--- src/hw/rtl/text_to_unsigned64_converter_top_defines.svh ---
// Assertion macros for the text-to-unsigned converter.
// Each checks on the rising edge of clk and is quiet while rst is high.
`ifndef TEXT_TO_UNSIGNED64_CONVERTER_TOP_DEFINES_SVH
`define TEXT_TO_UNSIGNED64_CONVERTER_TOP_DEFINES_SVH

// Same-cycle implication.
`define T2U64_ASSERT_NOW(label, ante, cons, msg) \
  label: assert property (@(posedge clk) disable iff (rst) (ante) |-> (cons)) \
    else $error(msg);

// Next-cycle implication.
`define T2U64_ASSERT_NEXT(label, ante, cons, msg) \
  label: assert property (@(posedge clk) disable iff (rst) (ante) |=> (cons)) \
    else $error(msg);

`endif

--- src/hw/rtl/t2u64_pkg.sv ---
package t2u64_pkg;

  // Input word: one character of the stream.
  typedef struct packed {
    logic        start_of_string;
    logic [15:0] char_code;
  } in_word_t;

  // Result word: one finished conversion.
  typedef struct packed {
    logic [63:0] value;
    logic        overflow;
    logic [15:0] stop_position;
  } out_word_t;

  // Character codes.
  localparam logic [7:0] CH_SPACE = 8'h20;
  localparam logic [7:0] CH_TAB   = 8'h09;
  localparam logic [7:0] CH_CR    = 8'h0D;
  localparam logic [7:0] CH_PLUS  = 8'h2B;
  localparam logic [7:0] CH_ZERO  = 8'h30;
  localparam logic [7:0] CH_NINE  = 8'h39;
  localparam logic [7:0] CH_LO_A  = 8'h61;
  localparam logic [7:0] CH_LO_Z  = 8'h7A;
  localparam logic [7:0] CH_UP_A  = 8'h41;
  localparam logic [7:0] CH_UP_Z  = 8'h5A;
  localparam logic [7:0] CH_LO_X  = 8'h78;
  localparam logic [7:0] CH_UP_X  = 8'h58;
  localparam logic [7:0] CH_LO_B  = 8'h62;
  localparam logic [7:0] CH_UP_B  = 8'h42;
  // Letter offsets: 'a' - 10 and 'A' - 10.
  localparam logic [7:0] LO_LETTER_BIAS = 8'h57;
  localparam logic [7:0] UP_LETTER_BIAS = 8'h37;

  // Bases.
  localparam logic [5:0] BASE_AUTO = 6'd0;
  localparam logic [5:0] BASE_BIN  = 6'd2;
  localparam logic [5:0] BASE_OCT  = 6'd8;
  localparam logic [5:0] BASE_DEC  = 6'd10;
  localparam logic [5:0] BASE_HEX  = 6'd16;

endpackage

--- src/hw/rtl/text_to_unsigned64_converter_top.sv ---
// Channel    Dir  Handshake              Payload
// --------   ---  ---------------------  ---------------------------------------
// in         in   in_valid / in_ready    in_data  : start_of_string, char_code
// out        out  out_valid / out_ready  out_data : value, overflow, stop_position
// cfg        in   cfg_write_en           cfg_write_data : number_base (6 bits)
//
// Each character passes the input register, then the parse step into the
// result register; one character is taken every cycle unless a result stalls.
// The per-character step is one 64x6 multiply-add plus the prefix decode.
// Reset (rst, synchronous) clears the parser to leading whitespace, base 0.
// A stalled result stops the parse step; in_ready drops only when the input
// register is full and the result register is held by out_ready low.
`include "text_to_unsigned64_converter_top_defines.svh"

module text_to_unsigned64_converter_top #(
  parameter int POSITION_BITS = 16,
  parameter int CHAR_BITS     = 16
) (
  input  logic                 clk,
  input  logic                 rst,
  input  logic                 in_valid,
  output logic                 in_ready,
  input  t2u64_pkg::in_word_t  in_data,
  output logic                 out_valid,
  input  logic                 out_ready,
  output t2u64_pkg::out_word_t out_data,
  input  logic                 cfg_write_en,
  input  logic [5:0]           cfg_write_data
);

  // Only the low CW bits of a character are significant.
  localparam int CW = (CHAR_BITS < 16) ? CHAR_BITS : 16;

  // Parser phases.
  localparam logic [2:0] PH_SPACE      = 3'd0;
  localparam logic [2:0] PH_PREFIX     = 3'd1;
  localparam logic [2:0] PH_AUTO_ZERO  = 3'd2;
  localparam logic [2:0] PH_FIXED_ZERO = 3'd3;
  localparam logic [2:0] PH_DIGITS     = 3'd4;
  localparam logic [2:0] PH_DONE       = 3'd5;

  // Configuration register.
  logic [5:0] number_base;

  // Input register.
  t2u64_pkg::in_word_t in_q;
  logic                in_q_valid;

  // Conversion state.
  logic [2:0]               phase;
  logic [5:0]               active_base;
  logic [63:0]              accumulator;
  logic                     overflow_seen;
  logic [POSITION_BITS-1:0] consumed_count;

  logic [2:0]               phase_next;
  logic [5:0]               active_base_next;
  logic [63:0]              accumulator_next;
  logic                     overflow_seen_next;
  logic [POSITION_BITS-1:0] consumed_count_next;

  // Current state with a start-of-string clear applied.
  logic [2:0]               ph_cur;
  logic [5:0]               base_cur;
  logic [63:0]              acc_cur;
  logic                     ovf_cur;
  logic [POSITION_BITS-1:0] cnt_cur;

  // Character decode.
  logic [CW-1:0] ch;
  logic          is_ws, is_plus, is_zero, is_x, is_b;
  logic          is_num, is_lower, is_upper, dig_ok;
  logic [5:0]    dig;

  logic       take, do_prefix, go_digits, emit, fire;
  logic [5:0] dig_base;
  logic [69:0] mac;

  // A parse step runs whenever a character is held and the result slot is free.
  assign fire     = in_q_valid && (!out_valid || out_ready);
  assign in_ready = !in_q_valid || fire;

  always_ff @(posedge clk) begin
    if (rst) begin
      number_base <= t2u64_pkg::BASE_AUTO;
    end else if (cfg_write_en) begin
      number_base <= cfg_write_data;
    end
  end

  // Load the input register; drop its valid once the step consumes it.
  always_ff @(posedge clk) begin
    if (rst) begin
      in_q_valid <= 1'b0;
    end else if (in_ready) begin
      in_q_valid <= in_valid;
    end
  end

  always_ff @(posedge clk) begin
    if (in_valid && in_ready) begin
      in_q <= in_data;
    end
  end

  assign ph_cur   = in_q.start_of_string ? PH_SPACE : phase;
  assign base_cur = in_q.start_of_string ? 6'd0 : active_base;
  assign acc_cur  = in_q.start_of_string ? 64'd0 : accumulator;
  assign ovf_cur  = in_q.start_of_string ? 1'b0 : overflow_seen;
  assign cnt_cur  = in_q.start_of_string ? '0 : consumed_count;

  assign ch = in_q.char_code[CW-1:0];

  assign is_ws    = (ch == CW'(t2u64_pkg::CH_SPACE)) ||
                    ((ch >= CW'(t2u64_pkg::CH_TAB)) && (ch <= CW'(t2u64_pkg::CH_CR)));
  assign is_plus  = (ch == CW'(t2u64_pkg::CH_PLUS));
  assign is_zero  = (ch == CW'(t2u64_pkg::CH_ZERO));
  assign is_x     = (ch == CW'(t2u64_pkg::CH_LO_X)) || (ch == CW'(t2u64_pkg::CH_UP_X));
  assign is_b     = (ch == CW'(t2u64_pkg::CH_LO_B)) || (ch == CW'(t2u64_pkg::CH_UP_B));
  assign is_num   = (ch >= CW'(t2u64_pkg::CH_ZERO)) && (ch <= CW'(t2u64_pkg::CH_NINE));
  assign is_lower = (ch >= CW'(t2u64_pkg::CH_LO_A)) && (ch <= CW'(t2u64_pkg::CH_LO_Z));
  assign is_upper = (ch >= CW'(t2u64_pkg::CH_UP_A)) && (ch <= CW'(t2u64_pkg::CH_UP_Z));
  assign dig_ok   = is_num || is_lower || is_upper;

  always_comb begin
    priority if (is_num) begin
      dig = 6'(ch[7:0] - t2u64_pkg::CH_ZERO);
    end else if (is_lower) begin
      dig = 6'(ch[7:0] - t2u64_pkg::LO_LETTER_BIAS);
    end else if (is_upper) begin
      dig = 6'(ch[7:0] - t2u64_pkg::UP_LETTER_BIAS);
    end else begin
      dig = 6'd0;
    end
  end

  // Multiply-add by the base; anything above bit 63 is an overflow.
  assign mac = 70'(acc_cur) * 70'(dig_base) + 70'(dig);

  // Parse step. Phases fall through (whitespace -> prefix -> digits) within
  // one character, the same way the sequential scan would.
  always_comb begin
    phase_next         = ph_cur;
    active_base_next   = base_cur;
    accumulator_next   = acc_cur;
    overflow_seen_next = ovf_cur;
    take               = 1'b0;
    do_prefix          = 1'b0;
    go_digits          = 1'b0;
    dig_base           = base_cur;
    emit               = 1'b0;

    unique case (ph_cur)
      PH_SPACE: begin
        if (is_ws) begin
          take = 1'b1;
        end else if (is_plus) begin
          take       = 1'b1;
          phase_next = PH_PREFIX;
        end else begin
          do_prefix = 1'b1;
        end
      end
      PH_PREFIX: begin
        do_prefix = 1'b1;
      end
      PH_AUTO_ZERO: begin
        phase_next = PH_DIGITS;
        if (is_x) begin
          active_base_next = t2u64_pkg::BASE_HEX;
          take             = 1'b1;
        end else if (is_b) begin
          active_base_next = t2u64_pkg::BASE_BIN;
          take             = 1'b1;
        end else begin
          go_digits = 1'b1;
        end
      end
      PH_FIXED_ZERO: begin
        phase_next = PH_DIGITS;
        if (((base_cur == t2u64_pkg::BASE_HEX) && is_x) ||
            ((base_cur == t2u64_pkg::BASE_BIN) && is_b)) begin
          take = 1'b1;
        end else begin
          go_digits = 1'b1;
        end
      end
      PH_DIGITS: begin
        go_digits = 1'b1;
      end
      default: ;
    endcase

    // Latch the base; with automatic detection a leading zero picks octal.
    if (do_prefix) begin
      if (number_base == t2u64_pkg::BASE_AUTO) begin
        if (is_zero) begin
          take             = 1'b1;
          active_base_next = t2u64_pkg::BASE_OCT;
          phase_next       = PH_AUTO_ZERO;
        end else begin
          active_base_next = t2u64_pkg::BASE_DEC;
          phase_next       = PH_DIGITS;
          go_digits        = 1'b1;
          dig_base         = t2u64_pkg::BASE_DEC;
        end
      end else begin
        active_base_next = number_base;
        if (((number_base == t2u64_pkg::BASE_HEX) || (number_base == t2u64_pkg::BASE_BIN)) &&
            is_zero) begin
          take       = 1'b1;
          phase_next = PH_FIXED_ZERO;
        end else begin
          phase_next = PH_DIGITS;
          go_digits  = 1'b1;
          dig_base   = number_base;
        end
      end
    end

    // Accumulate a digit below the base, else close out the string.
    if (go_digits) begin
      if (dig_ok && (dig < dig_base)) begin
        accumulator_next = mac[63:0];
        if (mac[69:64] != 6'd0) begin
          overflow_seen_next = 1'b1;
        end
        take       = 1'b1;
        phase_next = PH_DIGITS;
      end else begin
        emit       = 1'b1;
        phase_next = PH_DONE;
      end
    end

    // Saturating count of consumed characters.
    if (take && (cnt_cur != {POSITION_BITS{1'b1}})) begin
      consumed_count_next = cnt_cur + 1'b1;
    end else begin
      consumed_count_next = cnt_cur;
    end
  end

  // Advance the conversion state once per parsed character.
  always_ff @(posedge clk) begin
    if (rst) begin
      phase          <= PH_SPACE;
      active_base    <= 6'd0;
      accumulator    <= 64'd0;
      overflow_seen  <= 1'b0;
      consumed_count <= '0;
    end else if (fire) begin
      phase          <= phase_next;
      active_base    <= active_base_next;
      accumulator    <= accumulator_next;
      overflow_seen  <= overflow_seen_next;
      consumed_count <= consumed_count_next;
    end
  end

  // Result register: load on emit, drop once taken.
  always_ff @(posedge clk) begin
    if (rst) begin
      out_valid <= 1'b0;
    end else if (fire && emit) begin
      out_valid <= 1'b1;
    end else if (out_ready) begin
      out_valid <= 1'b0;
    end
  end

  always_ff @(posedge clk) begin
    if (fire && emit) begin
      out_data.value         <= ovf_cur ? {64{1'b1}} : acc_cur;
      out_data.overflow      <= ovf_cur;
      out_data.stop_position <= 16'(cnt_cur);
    end
  end

  `T2U64_ASSERT_NOW(a_ovf_all_ones, out_valid && out_data.overflow, &out_data.value, "overflow result is not all ones")
  `T2U64_ASSERT_NEXT(a_emit_done, fire && emit, phase == PH_DONE, "parser not done after result")
  `T2U64_ASSERT_NOW(a_stall_cause, !in_ready, in_q_valid && out_valid && !out_ready, "input stalled without a held result")
  `T2U64_ASSERT_NEXT(a_count_mono, fire && !in_q.start_of_string, consumed_count >= $past(consumed_count), "consumed count went backward")

endmodule

--- config.mk ---
export PLATFORM = sky130hd
export DESIGN_NAME = text_to_unsigned64_converter_top
export DESIGN_NICKNAME = d
export VERILOG_FILES = /design/src/hw/rtl/t2u64_pkg.sv /design/src/hw/rtl/text_to_unsigned64_converter_top.sv
export VERILOG_INCLUDE_DIRS = /design/src /design/src/hw/rtl
export SDC_FILE = /design/constraint.sdc
export NUM_CORES = 1
export LEC_CHECK = 0
export BUFFER_PORTS_ARGS = -buffer_cell sky130_fd_sc_hd__buf_2
export CORE_MARGIN = 3
export CORE_UTILIZATION = 64
export CTS_CLUSTER_SIZE = 28
export DETAILED_ROUTE_END_ITERATION = 10
export PLACE_DENSITY = 0.83
export SYNTH_ARGS = -nofsm -noshare
export SYNTH_HDL_FRONTEND = slang
export SYNTH_SLANG_ARGS = --single-unit
--- constraint.sdc ---
create_clock -name clk -period 8.9 [get_ports clk]
set_clock_uncertainty 0.15 [all_clocks]
set_input_delay 1.78 -clock clk [delete_from_list [all_inputs] [get_ports clk]]
set_output_delay 1.78 -clock clk [all_outputs]
set_load 0.02 [all_outputs]
**Word-level counts from Yosys, hierarchy flattened**

Index checks and enable logic that the tools add are counted.
W data, S select, Z words.

- Bits in registers: 196
- Input port bits: 28
- Word-level logic and storage cells: 132

- $add $sub $neg: 5
- Multiply operators: 1
- $lt $le $gt $ge: 9
- Equality and inequality tests: 16
- Multiplexer cells: 60
- Reductions and logical operators: 28

Operator list:

| kind | count |
|---|---|
| $mux W64 | 3 |
| $mux W6 | 13 |
| $add A70 B6 Y70 | 1 |
| $mul A64 B6 Y70 | 1 |
| $eq A16 B7 Y1 const B | 4 |
| $eq A16 B6 Y1 const B | 3 |
| $ge A16 B7 Y1 const B | 2 |
| $le A16 B7 Y1 const B | 2 |
| $mux W16 | 2 |
| $mux W1 | 29 |
| $mux W3 | 8 |
| $add A16 B1 Y16 const B | 1 |
| $ge A16 B4 Y1 const B | 1 |
| $ge A16 B6 Y1 const B | 1 |
| $le A16 B4 Y1 const B | 1 |
| $le A16 B6 Y1 const B | 1 |
| $ne A16 B16 Y1 const B | 1 |
| $eq A6 B2 Y1 const B | 2 |
| $eq A6 B5 Y1 const B | 2 |
| $logic_and A1 B1 Y1 | 12 |
| $sub A6 B6 Y6 const B | 2 |
| $logic_or A1 B1 Y1 | 9 |
| $eq A3 B2 Y1 const B | 2 |
| $logic_not A6 Y1 | 1 |
| 13 further kinds | 15 |

**Depth between registers and ports, before layout**

- Depth in word-level cells: 13
- Mapped depth: 33
- Gate-level depth less buffers: 30

**Least setup slack after synthesis**

No wires, ideal clock.

- Path kind: register to register
- Start point: register in_q, in the netlist ch[1]
- End point: register accumulator[63]
- Setup time: 117 ps
- Arrival: 7569 ps
- Data required time: 8633 ps
- Slack: 1065 ps
- Cell stages (with the launch flop): 34
- Cells stage by stage: edfxtp_1 -> inv_1 -> ha_1 -> nand2b_1 -> a21oi_1 -> o31ai_1 -> a21oi_1 -> o21a_1 -> clkbuf_1 -> o21ai_0 -> o21ai_0 -> clkbuf_1 -> clkbuf_1 -> nor2_1 -> fa_1 -> inv_1 -> fa_1 -> inv_1 -> fa_1 -> inv_1 -> fa_1 -> inv_1 -> ha_1 -> and2_1 -> a311o_1 -> a21oi_2 -> o31ai_4 -> a2111oi_4 -> o31ai_4 -> a31o_2 -> a31oi_2 -> o21ai_1 -> xnor2_1 -> a22o_1

- Cells in the longest elaborated chain, start to end: 10

Ends and longest elaborated chain:

| item | RTL line | text |
|---|---|---|
| start: declaration | text_to_unsigned64_converter_top.sv:46 | `t2u64_pkg::in_word_t in_q;` |
| start signal: assignment | text_to_unsigned64_converter_top.sv:102 | `in_q <= in_data;` |
| $ge A16 B4 Y1, or another cell as far along | text_to_unsigned64_converter_top.sv:115 | `((ch >= CW'(t2u64_pkg::CH_TAB)) && (ch <= CW'(t2u64_pkg::CH_CR)));` |
| $logic_and A1 B1 Y1, or another cell as far along | text_to_unsigned64_converter_top.sv:115 |  |
| $logic_or A1 B1 Y1, or another cell as far along | text_to_unsigned64_converter_top.sv:114 | `assign is_ws = (ch == CW'(t2u64_pkg::CH_SPACE)) \|\|` |
| $mux W1 or $logic_or A1 B1 Y1 (tied branches) | text_to_unsigned64_converter_top.sv:155, text_to_unsigned64_converter_top.sv:181 |  |
| $pmux W1 S2 or $mux W1 (tied branches) | text_to_unsigned64_converter_top.sv:153, text_to_unsigned64_converter_top.sv:181 |  |
| $mux W6 or $pmux W1 S3 (tied branches) | text_to_unsigned64_converter_top.sv:195, text_to_unsigned64_converter_top.sv:153 |  |
| $mul A64 B6 Y70, or another cell as far along | text_to_unsigned64_converter_top.sv:138 | `assign mac = 70'(acc_cur) * 70'(dig_base) + 70'(dig);` |
| $add A70 B6 Y70, or another cell as far along | text_to_unsigned64_converter_top.sv:138 |  |
| $mux W64 or $mux W1 (tied branches) | text_to_unsigned64_converter_top.sv:223, text_to_unsigned64_converter_top.sv:195 |  |
| $mux W64 * | text_to_unsigned64_converter_top.sv:222 | `if (go_digits) begin` |
| end signal: assignment | text_to_unsigned64_converter_top.sv:255 | `accumulator <= accumulator_next;` |
| end: declaration | text_to_unsigned64_converter_top.sv:52 | `logic [63:0] accumulator;` |

Every way passes the cells marked *; elsewhere a longest branch is shown, timed or not.
A chain may end at the register's enable or synchronous reset.

**Worst setup path in the final report**

- Start point: register in_q, in the netlist ch[10]
- End point: register overflow_seen

- Cells in the longest elaborated chain, start to end: 12

Ends and longest elaborated chain:

| item | RTL line | text |
|---|---|---|
| $ge A16 B4 Y1 or $le A16 B4 Y1 (tied branches) | text_to_unsigned64_converter_top.sv:115 |  |
| $logic_and A1 B1 Y1 | text_to_unsigned64_converter_top.sv:115 |  |
| $logic_or A1 B1 Y1 | text_to_unsigned64_converter_top.sv:114 |  |
| $mux W1 | text_to_unsigned64_converter_top.sv:155 | `if (is_ws) begin` |
| $pmux W1 S2 | text_to_unsigned64_converter_top.sv:153 | `unique case (ph_cur)` |
| $mux W6 | text_to_unsigned64_converter_top.sv:195 | `if (do_prefix) begin` |
| $mul A64 B6 Y70 | text_to_unsigned64_converter_top.sv:138 |  |
| $add A70 B6 Y70 | text_to_unsigned64_converter_top.sv:138 |  |
| $reduce_bool A6 Y1 | text_to_unsigned64_converter_top.sv:225 | `if (mac[69:64] != 6'd0) begin` |
| $mux W1 | text_to_unsigned64_converter_top.sv:225 |  |
| $mux W1 | text_to_unsigned64_converter_top.sv:223 | `if (dig_ok && (dig < dig_base)) begin` |
| $mux W1 * | text_to_unsigned64_converter_top.sv:222 |  |
| end signal: assignment | text_to_unsigned64_converter_top.sv:256 | `overflow_seen <= overflow_seen_next;` |
| end: declaration | text_to_unsigned64_converter_top.sv:53 | `logic overflow_seen;` |

Marked as above.

==> reports/results.ini <==
[status]
outcome=complete, no violations

[setup_path]
cpMostUsedCell=sky130_fd_sc_hd__fa_1
reg2reg_slack_ps=530
cp-end-kind=flip-flop
worst_ep_required_time_ps=9110
critical_path_depth=25
worst_ep_arrival_time_ps=8580
reg2regPathDepth=25
crit_path_top_delay_cell=sky130_fd_sc_hd__buf_4
worst_setup_path_start_kind=flip-flop
max_stage_delay_ps=650
r2r-end=overflow_seen
critPathKind=reg -> reg
number_of_buffer_and_inverter_instances_along_the_worst_setup_path=1
path_delay_family=simple AND/OR/NAND/NOR gates
worst_r2r_startpoint=ch[10]
critical_path.endpoint=overflow_seen
worstPathMaxFanout=64
timing.critical_path.from=ch[10]

[finish]
area_delta_synth_final_pct=6.78
final_net_count=2768
stdcell_count=2741
final_layout_size_suffix_gt1_share_pct=8.59
diodes=0

[sta]
unrepaired_setup_endpoints_after_global_routing=no
timing.final.hold_violations=0
period_needed_ps=8370
period_share_pct=94.0
timing.final.setup_violations=0
finalSetupTns_ps=0
slew_headroom_pct=13.2
timing.fmax_mhz=120
timing.final.max_slew_violations=0
timing_worst_slew_pin_value_ps=1300

[yosys]
synth_largest_type_area_fraction_pct=24.5
synthTopCellsByArea=sky130_fd_sc_hd__fa_1, sky130_fd_sc_hd__edfxtp_1, sky130_fd_sc_hd__nor2_1
synth-edff-count=98
library_cell_with_the_highest_instance_count_after_synthesis=sky130_fd_sc_hd__nor2_1
synth_common_cells=sky130_fd_sc_hd__nor2_1, sky130_fd_sc_hd__fa_1, sky130_fd_sc_hd__nand2_1
avgSynthCellArea_um2=8.91
ys_warn_count=0
yosysUniqueCellTypes=85
post_synth_instance_area_um2=20600
synth_flop_type=sky130_fd_sc_hd__edfxtp_1
postSynthRegisterBits=196
synth_top_area_cell=sky130_fd_sc_hd__fa_1
synth-seq-area-share_pct=23.8
async_s_r_ff_share_synth_pct=0
synth_nets=2753
syn_inst=2311

[flow_run]
number_of_max_cap_violations=0

[place]
dpl.hpwl_um=40000
place_inst=2709
port-buffer-count=110
place.gp.congestion=1.00

[floorplanning]
start_util_pct=65.1
dieArea_um2=34400
rows=65
core_ar_um2=31600
top_level_ports=111
dieHeight_um=185
die_x_um=185

[worst_hold_path]
hold_path.class=reg -> reg
hold_depth=2

[global_route]
grt_util_all_layers_pct=32.0
global_route.overflow_total=0
number_of_antenna_violations_at_the_first_check_in_global_routing=0
grt_pass1_wl_um=88400
grt_max_degree=69
first_global_vias=17700

[detailed_routing]
routedWlPerCell_um=19.5
via_per_inst=6.37
antenna_violation_net_count_after_detailed_routing=0
vias=17500
detail_route.drc_violations=0
wl_um=53300
first_iter_violations=1788
first_pass_iters=6

[pwr]
pwr_density_cell_nw_per_um2=93.4
p_leak_nw=10.3
max-vdd-ir-drop_v=0.000104

[cts]
worstSkewPairLatency_ps=470
post_cts.repair.setup_buffers=0
tritoncts=built
cts_buffers=17
cts.path.max_buffers=2
cts.htree.levels=4
cts_sinks=196
ctsRootBufferMaster=sky130_fd_sc_hd__clkbuf_16
ctsHoldBuffers=0
cts.reportedPaths.clkPinSlew_ps=90
cts-resized-gates=0

==> cell type report <==
type	count	area (um2)
Tap cell	402	503
Clock buffer	17	425
Sequential cell	196	4910
Timing Repair Buffer	129	706
Multi-Input combinational cell	1900	14900
Inverter	82	309
Fill cell	2376	9650
Clock inverter	15	220
==> sequential cells by signal, summed over array words and instances, names as in the netlist <==
register        cells
in_q                1
consumed_count     16
phase               3
ch                 16
out_valid           1
number_base         6
active_base         6
accumulator        64
overflow_seen       1
out_data           81
in_q_valid          1
==> tightest hold or removal path, stage by stage (launching register included) <==
cell and delay (ps):
sky130_fd_sc_hd__dfxtp_1 320, sky130_fd_sc_hd__nand2_1 60, sky130_fd_sc_hd__a21oi_1 50
==> metal layers <==
layer | GRT usage, % | vias up | part of all wire, % | wire length [um]
met1 | 44.1 | 8602 | 42 | 22400
met3 | 6.28 | 181 | 8.1 | 4330
met5 | 0 | - | 0 | 0
met2 | 50.0 | 867 | 46 | 24600
li1 | - | 7818 | - | -
met4 | 13.1 | 0 | 3.8 | 2010
==> worst min-delay path by stage <==
stage,slack (ps),endpoint,startpoint
detailed placement,310,consumed_count[14],consumed_count[14]
global route,340,active_base[3],active_base[3]
global placement,290,consumed_count[14],consumed_count[14]
finish,320,consumed_count[14],consumed_count[14]
floorplan,280,consumed_count[14],consumed_count[14]
CTS,320,consumed_count[14],consumed_count[14]
==> cells by family (layout without fill, tap and decap cells) <==
logic type	after synthesis	in the layout	synth area share, %
xor+xnor	81	81	3.44
mux	6	6	0.292
compound gates	391	391	12.8
flops	196	196	23.8
fa+ha+maj	415	415	34.4
buf+inv	215	243	4.17
simple gates	1007	1007	21.1
==> report_power, final <==
group	internal (W)	switching [W]	total, W
registers	0.000965	0.0000156	0.000981
logic	0.0000480	0.000169	0.000217
clock network	0.000400	0.000455	0.000856
==> through the flow <==
stage / worst slack (ps) / total power [W] / utilization (%) / instance area (um2) / hold WS [ps]
after floorplan: 1060 / 0.00114 / - / 20600 / 277
after global placement: 864 / 0.00120 / 67.5 / 21300 / 287
after detailed placement: 662 / 0.00121 / 67.5 / 21300 / 308
after CTS: 586 / 0.00205 / 69.5 / 22000 / 320
after global routing: 34.9 / 0.00210 / 69.5 / 22000 / 339
final: 534 / 0.00205 / 69.5 / 22000 / 324
==> cells in the final DEF (no fill, tap or decap), drive strengths merged, types with 10 or more instances in the layout <==
cell type and n:
a21o 29, nand3 24, nor2b 34, buf 129, and4 10, nand2 170
a211oi 12, a31oi 10, clkbuf 17, or2 10, a21oi 116, fa 252
o21ai 72, nor3 25, a22oi 46, nand4 30, edfxtp 98, o21bai 13
a22o 25, xor2 27, nand2b 21, nor2 624, ha 162, and2 12
xnor2 54, o31ai 11, dfxtp 98, and3 19, inv 92
(Power assumes the default switching activity.)
